`src/sv/scan_line_segment_extractor_core_assert.svh`:
```
// Assertion macros for the scan line segment extractor.
// Used by the top level; no other dependencies.
`ifndef SCAN_LINE_SEGMENT_EXTRACTOR_CORE_ASSERT_SVH
`define SCAN_LINE_SEGMENT_EXTRACTOR_CORE_ASSERT_SVH

// Same-cycle implication, disabled in reset.
`define SLSE_ASSERT_IMPLY(label, clk, rst, ante, cons, msg) \
   label: assert property (@(posedge clk) disable iff (rst) (ante) |-> (cons)) else $error(msg);

// Next-cycle implication, disabled in reset.
`define SLSE_ASSERT_NEXT(label, clk, rst, ante, cons, msg) \
   label: assert property (@(posedge clk) disable iff (rst) (ante) |=> (cons)) else $error(msg);

`endif

```
`src/sv/slse_pkg.sv`:
```
// Shared types and constants of the scan line segment extractor.
// No dependencies; imported by the controller, datapath and top level.
package slse_pkg;

   localparam int SLOPE_W = 32;
   localparam int ICPT_W  = 40;
   localparam int LEN_W   = 24;
   localparam int CSR_W   = 16;
   localparam int IDX_W   = 8;
   localparam int CNT_W   = 16;

   localparam logic [SLOPE_W-1:0] SLOPE_SAT = 32'h7FFF_FFFF;
   localparam logic [LEN_W-1:0]   LEN_MAX   = 24'hFF_FFFF;
   localparam logic [CNT_W-1:0]   COUNT_MAX = 16'hFFFF;

   // Configuration register indexes
   localparam logic [IDX_W-1:0] REG_BAND_TOL   = 8'd0;
   localparam logic [IDX_W-1:0] REG_GAP_LIMIT  = 8'd1;
   localparam logic [IDX_W-1:0] REG_MIN_LENGTH = 8'd2;
   localparam logic [IDX_W-1:0] REG_MIN_POINTS = 8'd3;

   // Datapath operations
   typedef logic [4:0] op_type;
   localparam op_type OP_NOP         = 5'd0;
   localparam op_type OP_FIRST       = 5'd1;
   localparam op_type OP_SQX         = 5'd2;
   localparam op_type OP_SQY         = 5'd3;
   localparam op_type OP_LIM         = 5'd4;
   localparam op_type OP_BAND_M      = 5'd5;
   localparam op_type OP_BAND_R      = 5'd6;
   localparam op_type OP_DIV_SLOPE   = 5'd7;
   localparam op_type OP_DIV_AVG     = 5'd8;
   localparam op_type OP_SET_SLOPE   = 5'd9;
   localparam op_type OP_NEW_SLOPE   = 5'd10;
   localparam op_type OP_AVG_UPD     = 5'd11;
   localparam op_type OP_ANCHOR_P    = 5'd12;
   localparam op_type OP_ANCHOR_PREV = 5'd13;
   localparam op_type OP_SQRT_START  = 5'd14;
   localparam op_type OP_ICPT_M      = 5'd15;
   localparam op_type OP_ICPT        = 5'd16;
   localparam op_type OP_EMIT        = 5'd17;

   typedef struct packed {
      op_type op;
      logic   base_prev;  // difference base: previous point instead of anchor
      logic   pt_prev;    // difference point: previous point instead of request
   } cmd_type;

   typedef struct packed {
      logic far;
      logic band_ok;
      logic elig;
      logic div_busy;
      logic sqrt_busy;
      logic out_full;
      logic last;
   } status_type;

endpackage

```
`src/sv/slse_controller.sv`:
```
// Controller: segment phase and the command sequence for one request.
// Depends on slse_pkg; drives slse_datapath through cmd_type / status_type.
module slse_controller (
   input  logic                  clock,
   input  logic                  reset,
   input  logic                  accept,
   input  slse_pkg::status_type  status,
   output slse_pkg::cmd_type     cmd,
   output logic                  busy
);
   import slse_pkg::*;

   localparam logic [1:0] PH_EMPTY  = 2'd0;
   localparam logic [1:0] PH_ANCHOR = 2'd1;
   localparam logic [1:0] PH_OPEN   = 2'd2;

   localparam logic [4:0] S_IDLE     = 5'd0;
   localparam logic [4:0] S_DISPATCH = 5'd1;
   localparam logic [4:0] S_TS_SQX   = 5'd2;
   localparam logic [4:0] S_TS_SQY   = 5'd3;
   localparam logic [4:0] S_TS_CHK   = 5'd4;
   localparam logic [4:0] S_TS_WAIT  = 5'd5;
   localparam logic [4:0] S_G_SQX    = 5'd6;
   localparam logic [4:0] S_G_SQY    = 5'd7;
   localparam logic [4:0] S_G_CHK    = 5'd8;
   localparam logic [4:0] S_B_MUL    = 5'd9;
   localparam logic [4:0] S_B_R      = 5'd10;
   localparam logic [4:0] S_B_CHK    = 5'd11;
   localparam logic [4:0] S_A_WAIT   = 5'd12;
   localparam logic [4:0] S_A_DIV2   = 5'd13;
   localparam logic [4:0] S_A_WAIT2  = 5'd14;
   localparam logic [4:0] S_CL_SQX   = 5'd15;
   localparam logic [4:0] S_CL_SQY   = 5'd16;
   localparam logic [4:0] S_CL_CHK   = 5'd17;
   localparam logic [4:0] S_CL_MUL   = 5'd18;
   localparam logic [4:0] S_CL_ICPT  = 5'd19;
   localparam logic [4:0] S_CL_WAIT  = 5'd20;
   localparam logic [4:0] S_CL_NEXT  = 5'd21;
   localparam logic [4:0] S_FINISH   = 5'd22;

   logic [4:0] state_ff, state_in;
   logic [1:0] phase_ff, phase_in;
   logic       brk_ff, brk_in;
   logic       emitted_ff, emitted_in;

   always_ff @(posedge clock) begin
      if (reset) begin
         state_ff   <= S_IDLE;
         phase_ff   <= PH_EMPTY;
         brk_ff     <= 1'b0;
         emitted_ff <= 1'b0;
      end else begin
         state_ff   <= state_in;
         phase_ff   <= phase_in;
         brk_ff     <= brk_in;
         emitted_ff <= emitted_in;
      end
   end

   // Next state and command
   always_comb begin
      state_in      = state_ff;
      phase_in      = phase_ff;
      brk_in        = brk_ff;
      emitted_in    = emitted_ff;
      cmd.op        = OP_NOP;
      cmd.base_prev = 1'b0;
      cmd.pt_prev   = 1'b0;
      unique case (state_ff)
         S_IDLE: if (accept) state_in = S_DISPATCH;
         S_DISPATCH: begin
            emitted_in = 1'b0;
            unique case (phase_ff)
               PH_EMPTY: begin
                  cmd.op   = OP_FIRST;
                  phase_in = PH_ANCHOR;
                  state_in = S_FINISH;
               end
               PH_ANCHOR: state_in = S_TS_SQX;
               default:   state_in = S_G_SQX;
            endcase
         end
         // Start a segment from the anchor
         S_TS_SQX: begin
            cmd.op   = OP_SQX;
            state_in = S_TS_SQY;
         end
         S_TS_SQY: begin
            cmd.op   = OP_SQY;
            state_in = S_TS_CHK;
         end
         S_TS_CHK: begin
            if (status.far) begin
               cmd.op   = OP_ANCHOR_P;
               phase_in = PH_ANCHOR;
               state_in = S_FINISH;
            end else begin
               cmd.op   = OP_DIV_SLOPE;
               state_in = S_TS_WAIT;
            end
         end
         S_TS_WAIT: begin
            if (!status.div_busy) begin
               cmd.op   = OP_SET_SLOPE;
               phase_in = PH_OPEN;
               state_in = S_FINISH;
            end
         end
         // Gap test against the previous point
         S_G_SQX: begin
            cmd.op        = OP_SQX;
            cmd.base_prev = 1'b1;
            state_in      = S_G_SQY;
         end
         S_G_SQY: begin
            cmd.op        = OP_SQY;
            cmd.base_prev = 1'b1;
            state_in      = S_G_CHK;
         end
         S_G_CHK: begin
            if (status.far) begin
               brk_in   = 1'b1;
               state_in = S_CL_SQX;
            end else begin
               cmd.op   = OP_LIM;
               state_in = S_B_MUL;
            end
         end
         // Band test against the anchor
         S_B_MUL: begin
            cmd.op   = OP_BAND_M;
            state_in = S_B_R;
         end
         S_B_R: begin
            cmd.op   = OP_BAND_R;
            state_in = S_B_CHK;
         end
         S_B_CHK: begin
            if (!status.band_ok) begin
               brk_in   = 1'b1;
               state_in = S_CL_SQX;
            end else begin
               cmd.op   = OP_DIV_SLOPE;
               state_in = S_A_WAIT;
            end
         end
         // Point joins: fold its slope into the running average
         S_A_WAIT: begin
            if (!status.div_busy) begin
               cmd.op   = OP_NEW_SLOPE;
               state_in = S_A_DIV2;
            end
         end
         S_A_DIV2: begin
            cmd.op   = OP_DIV_AVG;
            state_in = S_A_WAIT2;
         end
         S_A_WAIT2: begin
            if (!status.div_busy) begin
               cmd.op   = OP_AVG_UPD;
               state_in = S_FINISH;
            end
         end
         // Close the open segment, emit when long enough
         S_CL_SQX: begin
            cmd.op      = OP_SQX;
            cmd.pt_prev = 1'b1;
            state_in    = S_CL_SQY;
         end
         S_CL_SQY: begin
            cmd.op      = OP_SQY;
            cmd.pt_prev = 1'b1;
            state_in    = S_CL_CHK;
         end
         S_CL_CHK: begin
            if (status.elig) begin
               cmd.op   = OP_SQRT_START;
               state_in = S_CL_MUL;
            end else begin
               state_in = S_CL_NEXT;
            end
         end
         S_CL_MUL: begin
            cmd.op   = OP_ICPT_M;
            state_in = S_CL_ICPT;
         end
         S_CL_ICPT: begin
            cmd.op   = OP_ICPT;
            state_in = S_CL_WAIT;
         end
         S_CL_WAIT: begin
            if (!status.sqrt_busy && !status.out_full) begin
               cmd.op     = OP_EMIT;
               emitted_in = 1'b1;
               state_in   = S_CL_NEXT;
            end
         end
         S_CL_NEXT: begin
            if (brk_ff) begin
               // previous point anchors; retry the breaking point
               brk_in   = 1'b0;
               cmd.op   = OP_ANCHOR_PREV;
               phase_in = PH_ANCHOR;
               state_in = S_TS_SQX;
            end else begin
               phase_in = PH_EMPTY;
               state_in = S_IDLE;
            end
         end
         S_FINISH: begin
            if (status.last) begin
               if (phase_ff == PH_OPEN && !emitted_ff) begin
                  state_in = S_CL_SQX;
               end else begin
                  phase_in = PH_EMPTY;
                  state_in = S_IDLE;
               end
            end else begin
               state_in = S_IDLE;
            end
         end
         default: state_in = S_IDLE;
      endcase
   end

   assign busy = (state_ff != S_IDLE);

endmodule

```
`config.mk`:
```
export PLATFORM = sky130hd
export DESIGN_NAME = slse_controller
export DESIGN_NICKNAME = d
export VERILOG_FILES = /design/src/sv/scan_line_segment_extractor_core_assert.svh /design/src/sv/slse_pkg.sv /design/src/sv/slse_controller.sv
export SDC_FILE = /design/constraint.sdc
export NUM_CORES = 1
export LEC_CHECK = 0
export BUFFER_PORTS_ARGS = -buffer_cell sky130_fd_sc_hd__buf_2
export CAP_MARGIN = 0
export CORE_MARGIN = 2
export CORE_UTILIZATION = 27
export DETAILED_ROUTE_END_ITERATION = 16
export PLACE_DENSITY = 0.48
export SYNTH_ARGS = -nofsm -noshare
export SYNTH_HDL_FRONTEND = slang
export SYNTH_SLANG_ARGS = --single-unit
export TNS_END_PERCENT = 100
```
`constraint.sdc`:
```
create_clock -name clock -period 3 [get_ports clock]
set_input_delay 0.15 -clock clock [delete_from_list [all_inputs] [get_ports clock]]
set_output_delay 0.15 -clock clock [all_outputs]
set_load 0.02 [all_outputs]
```
* After elaboration in Yosys (flattened, before gate mapping)
Cells that the tools add are included.
** Word-level totals
- Word-level logic and storage cells :: 97
- Bits in read-only memories :: 0
- Input bits :: 10
- Memories kept :: 0
- Latch bits :: 0
- Flip-flop bits (word level) :: 9
- Bits in writable memories :: 0
** Operators by class
- Multiplexer cells :: 38
- Multiply operators :: 0
- Bitwise gates (word level) :: 0
- Add/subtract/negate cells :: 0
- Equal/unequal tests :: 35
- Divide/modulo/power cells :: 0
- Shifts and indexed selects :: 0
- Magnitude comparators :: 0
- Reduce and logical (&&, ||, !) cells :: 20
** Operator list (number)
- case mux 5 bit (22 select lines) :: 1
- case mux 5 bit (17 select lines) :: 1
- == test 5 x 4 -> 1 bit (second input constant) :: 8
- == test 5 bit (second input constant) :: 7
- two-way mux 5 bit :: 7
- two-way mux 4 bit :: 7
- == test 5 x 3 -> 1 bit (second input constant) :: 4
- inequality test 2 bit (second input constant) :: 10
- two-way mux 2 bit :: 7
- two-way mux 3 bit :: 4
- == test 5 x 2 -> 1 bit (second input constant) :: 2
- case mux 2 bit (5 select lines) :: 1
- case mux 5 bit (2 select lines) :: 1
- nonzero test 5 bit :: 2
- two-way mux 1 bit :: 7
- AND reduction 6 bit :: 1
- OR reduction 2 bit :: 3
- OR reduction 3 bit :: 2
- == test 5 x 1 -> 1 bit (second input constant) :: 1
- logical NOT 5 bit :: 1
- AND reduction 4 bit :: 1
- logical NOT 1 bit :: 3
- case mux 1 bit (3 select lines) :: 1
- AND reduction 3 bit :: 1
- other kinds (9) :: 10

* Logic depth before layout (Yosys ltp)
- Word-level depth :: 5
- Mapped depth :: 8

* Least setup slack after synthesis
OpenSTA, ideal clock, no wires.
- Kind :: register to output
- From :: register state_ff[0]
- To :: output port cmd[2] (netlist bit)
- Cell stages (with the launch flop) :: 8
- Slack :: 1212 ps
- Arrival time :: 1638 ps
- Buffers on the path :: 4
- Cells stage by stage :: dfxtp_1 -> buf_6 -> buf_2 -> buf_4 -> clkbuf_1 -> nor4_1 -> a21oi_1 -> o2111ai_1
** RTL lines
- from (decl) :: line slse_controller.sv:41 : logic [4:0] state_ff, state_in;
- from (signal assigned) :: line slse_controller.sv:53 : state_ff <= state_in;
- to (decl) :: line slse_controller.sv:8 : output slse_pkg::cmd_type cmd,

==> results.toml <==
[status]
run_status = "complete, no violations"

[job]
drv_cap = 0

[clock_tree]
cts_made_buffers = 3
cts_tree = "built"
cts-root-buf = "clkbuf_8"
hold_buffers = 0
cts.sinks = 9
postCtsSetupBuffers = 0
cts_resized = 0
htreeDepth = 1
cts_buffer_depth = 2
insertion_delay_ps = 240
clkTransAtPathRegs_ps = 50

[yosys]
synth_top_area_share_pct = 14.86
synth.distinct_cells = 56
syn_inst = 183
synth_edf_count = 0
synthAdderAreaFrac_pct = 0.8256
synth_ff_type = "dfxtp_1"
synthSimpleGateAreaFrac_pct = 35.81
syn-num-nets = 193
yosys-mux-area-fraction_pct = 0
synth_top_family_by_area = "compound AO/OA/AOI/OAI gates"
synthArstFlopShare_pct = 0
synth_top_area_cell = "dfxtp_1"
synth-seq-cells = 9
ys_seq_area_share_pct = 14.86
synthTopCellsByArea = "dfxtp_1, a21oi_1, nor2_1, nor3_1, buf_2"
synth_compound_area_share_pct = 38.08
syn_avg_cell_area_sq_um = 6.625
synth_xor_area_share_pct = 0.7224
synth_area_sq_mm = 0.001212
ys_warn_count = 0

[timing]
slew_headroom_pct = 43.61
setup_viol = 0
rsz0062_at_grt = "no"
tightest_slew_ps = 844.7
clock_skew_ps = 2.039
fmax_mhz = 400.4
slew_violations = 0
fin_setup_tns_ps = 0
hold_viol_final = 0
min_period_ps = 2497
fin_crit_sh_pct = 83.25

[floorplan]
io_pins = 18
dieArea_sq_mm = 0.005042
initial_utilization_pct = 27.84
die_width_um = 71.01
dieHeight_um = 71.01
num_rows = 24
core_area_sq_mm = 0.004354

[power]
pwr-share-seq_pct = 20.6
p_leak_nw = 0.4832
p_comb_share_pct = 68.1
p_clk_share_pct = 11.3
p_switching_mw = 0.7138
internal_power_mw = 0.5925
switching_share_pct = 54.64
power.density_mw_per_mm2 = 962.3
ir_drop_v = 0.0002732

[layout]
fill_cells = 478
final_common_cell = "a21oi_1"
drive_gt1_share_pct = 17.28
diodes = 0
final_cell_mix = "a21oi_1, nor2_1, buf_2"
final_area_sq_mm = 0.001358
area_growth_pct = 11.97
fin_nets = 202

[grt]
grt_use_total_pct = 16.04
grt_max_degree = 28
grt-ovfl-total = 0
grt_pass1_vias = 1308
antenna_found_initial = 0
grt_first_pass_wirelength_mm = 6.520

[detailed_routing]
vias = 1472
drt-total-wl_mm = 3.912
ant_nets = 0
wl_per_cell_um = 16.10
vias_per_cell = 6.058
drc = 0
drt_iter0_drc = 192
first_pass_iters = 4

[critical_path]
worst_ep_required_time_ps = 2850
slowest_stage = "dfxtp_1"
critPathCaptureType = "output port"
path_buf_inv = 2
path_delay_family = "flip-flops"
crit_type = "reg -> out"
cp_max_fo = 27
cp_cell_sequence = "inv_1, nor2_1, a21oi_1, o31a_1, o311ai_1, buf_2"
worst_path_largest_cell_delay_ps = 860
cp.arrival_ps = 2350
critPathLaunchType = "flip-flop"

[place]
routabilityCongestion = 0.8459
io_buffers = 17
placed_cell_area_sq_mm = 0.001313
dpl.hpwl_mm = 2.893

[hold_path]
hp-class = "in -> reg"
-- worst paths after layout --
kind          startpoint  cells after the start          end  slack [ps]
min reg2reg   emitted_ff                      2   emitted_ff         490
max          state_ff[1]                      6       cmd[4]         500
min            status[1]                      4   emitted_ff         260
max reg2reg  state_ff[1]                      5  state_ff[1]         610
-- worst register-to-register path: cells and delay by family, from the launching register on --
| family | cells | cell delay, ps |
|---|---|---|
| DFF | 1 | 860 |
| and+or+nand+nor | 2 | 780 |
| AOI/OAI and AO/OA | 3 | 630 |
-- Yosys cell counts (2+ instances only) --
master    number
or2_2          2
nand3b_1       3
a311oi_1       2
o31a_1         3
nand2b_1       6
dfxtp_1        9
o22ai_1        4
nand4_1        3
nor2b_1        7
o21ai_0        9
a21o_1         2
buf_2         10
nand2_1       10
nor2_1        17
o21a_1         2
nor4_1         4
a31oi_1        4
o21ai_1        3
or4_1          2
nand3_1        5
or3b_1         2
inv_1          5
and3_1         2
o211ai_1       3
clkbuf_1       5
nor3_1        11
a21oi_1       18
buf_1          2
-- sequential cells by signal (all words and copies together) (netlist names) --
signal and flops:
state_ff 5, phase_ff 2, brk_ff 1, emitted_ff 1
-- power groups by stage --
stage / sequential (mW) / clock (mW) / combinational, mW
after global routing: 0.283 / 0.159 / 0.968
after global placement: 0.272 / 0 / 0.903
after detailed placement: 0.269 / 0 / 0.877
final: 0.269 / 0.148 / 0.889
after floorplan: 0.173 / 0 / 0.756
after CTS: 0.266 / 0.154 / 0.882
-- through the flow --
stage / total power [mW] / instances / setup WS [ps] / utilization, % / hold WS, ps
finish: 1.306 / 243 / 502.6 / 31.18 / 256.6
CTS: 1.303 / 243 / 526.1 / 31.18 / 256.4
global placement: 1.175 / 239 / 539.1 / 30.14 / 480.7
global route: 1.411 / 243 / 312.7 / 31.18 / 278.6
detailed placement: 1.146 / 239 / 641.4 / 30.14 / 480.9
floorplan: 0.9288 / 183 / 1212 / - / 328.0
-- final cells by class --
cell class	instances	area, sq um	area share, %
repair buffers	23	130.1	9.585
well taps	52	65.06	4.793
multi-input cells	149	914.6	67.37
clock buffers	4	45.04	3.318
inverters	6	22.52	1.659
flip-flops and latches	9	180.2	13.27
-- cells by family (layout without fill, tap and decap cells) --
kind of cell,Yosys count,after routing
AOI/OAI and AO/OA,68,68
xor gates and xnor gates,1,1
and+or+nand+nor,79,79
buffers and inverters,25,33
adders and majority gates,1,1
DFF,9,9
-- per-layer routing --
layer  GRT usage [%]  wire length [um]  up-vias
met3           4.274               338       11
li1                -                 -      710
met5               0                 0        -
met2           24.20              1797       87
met4           6.289                96        0
met1           21.80              1679      664
Note: power is estimated with default switching activity, not from simulation.
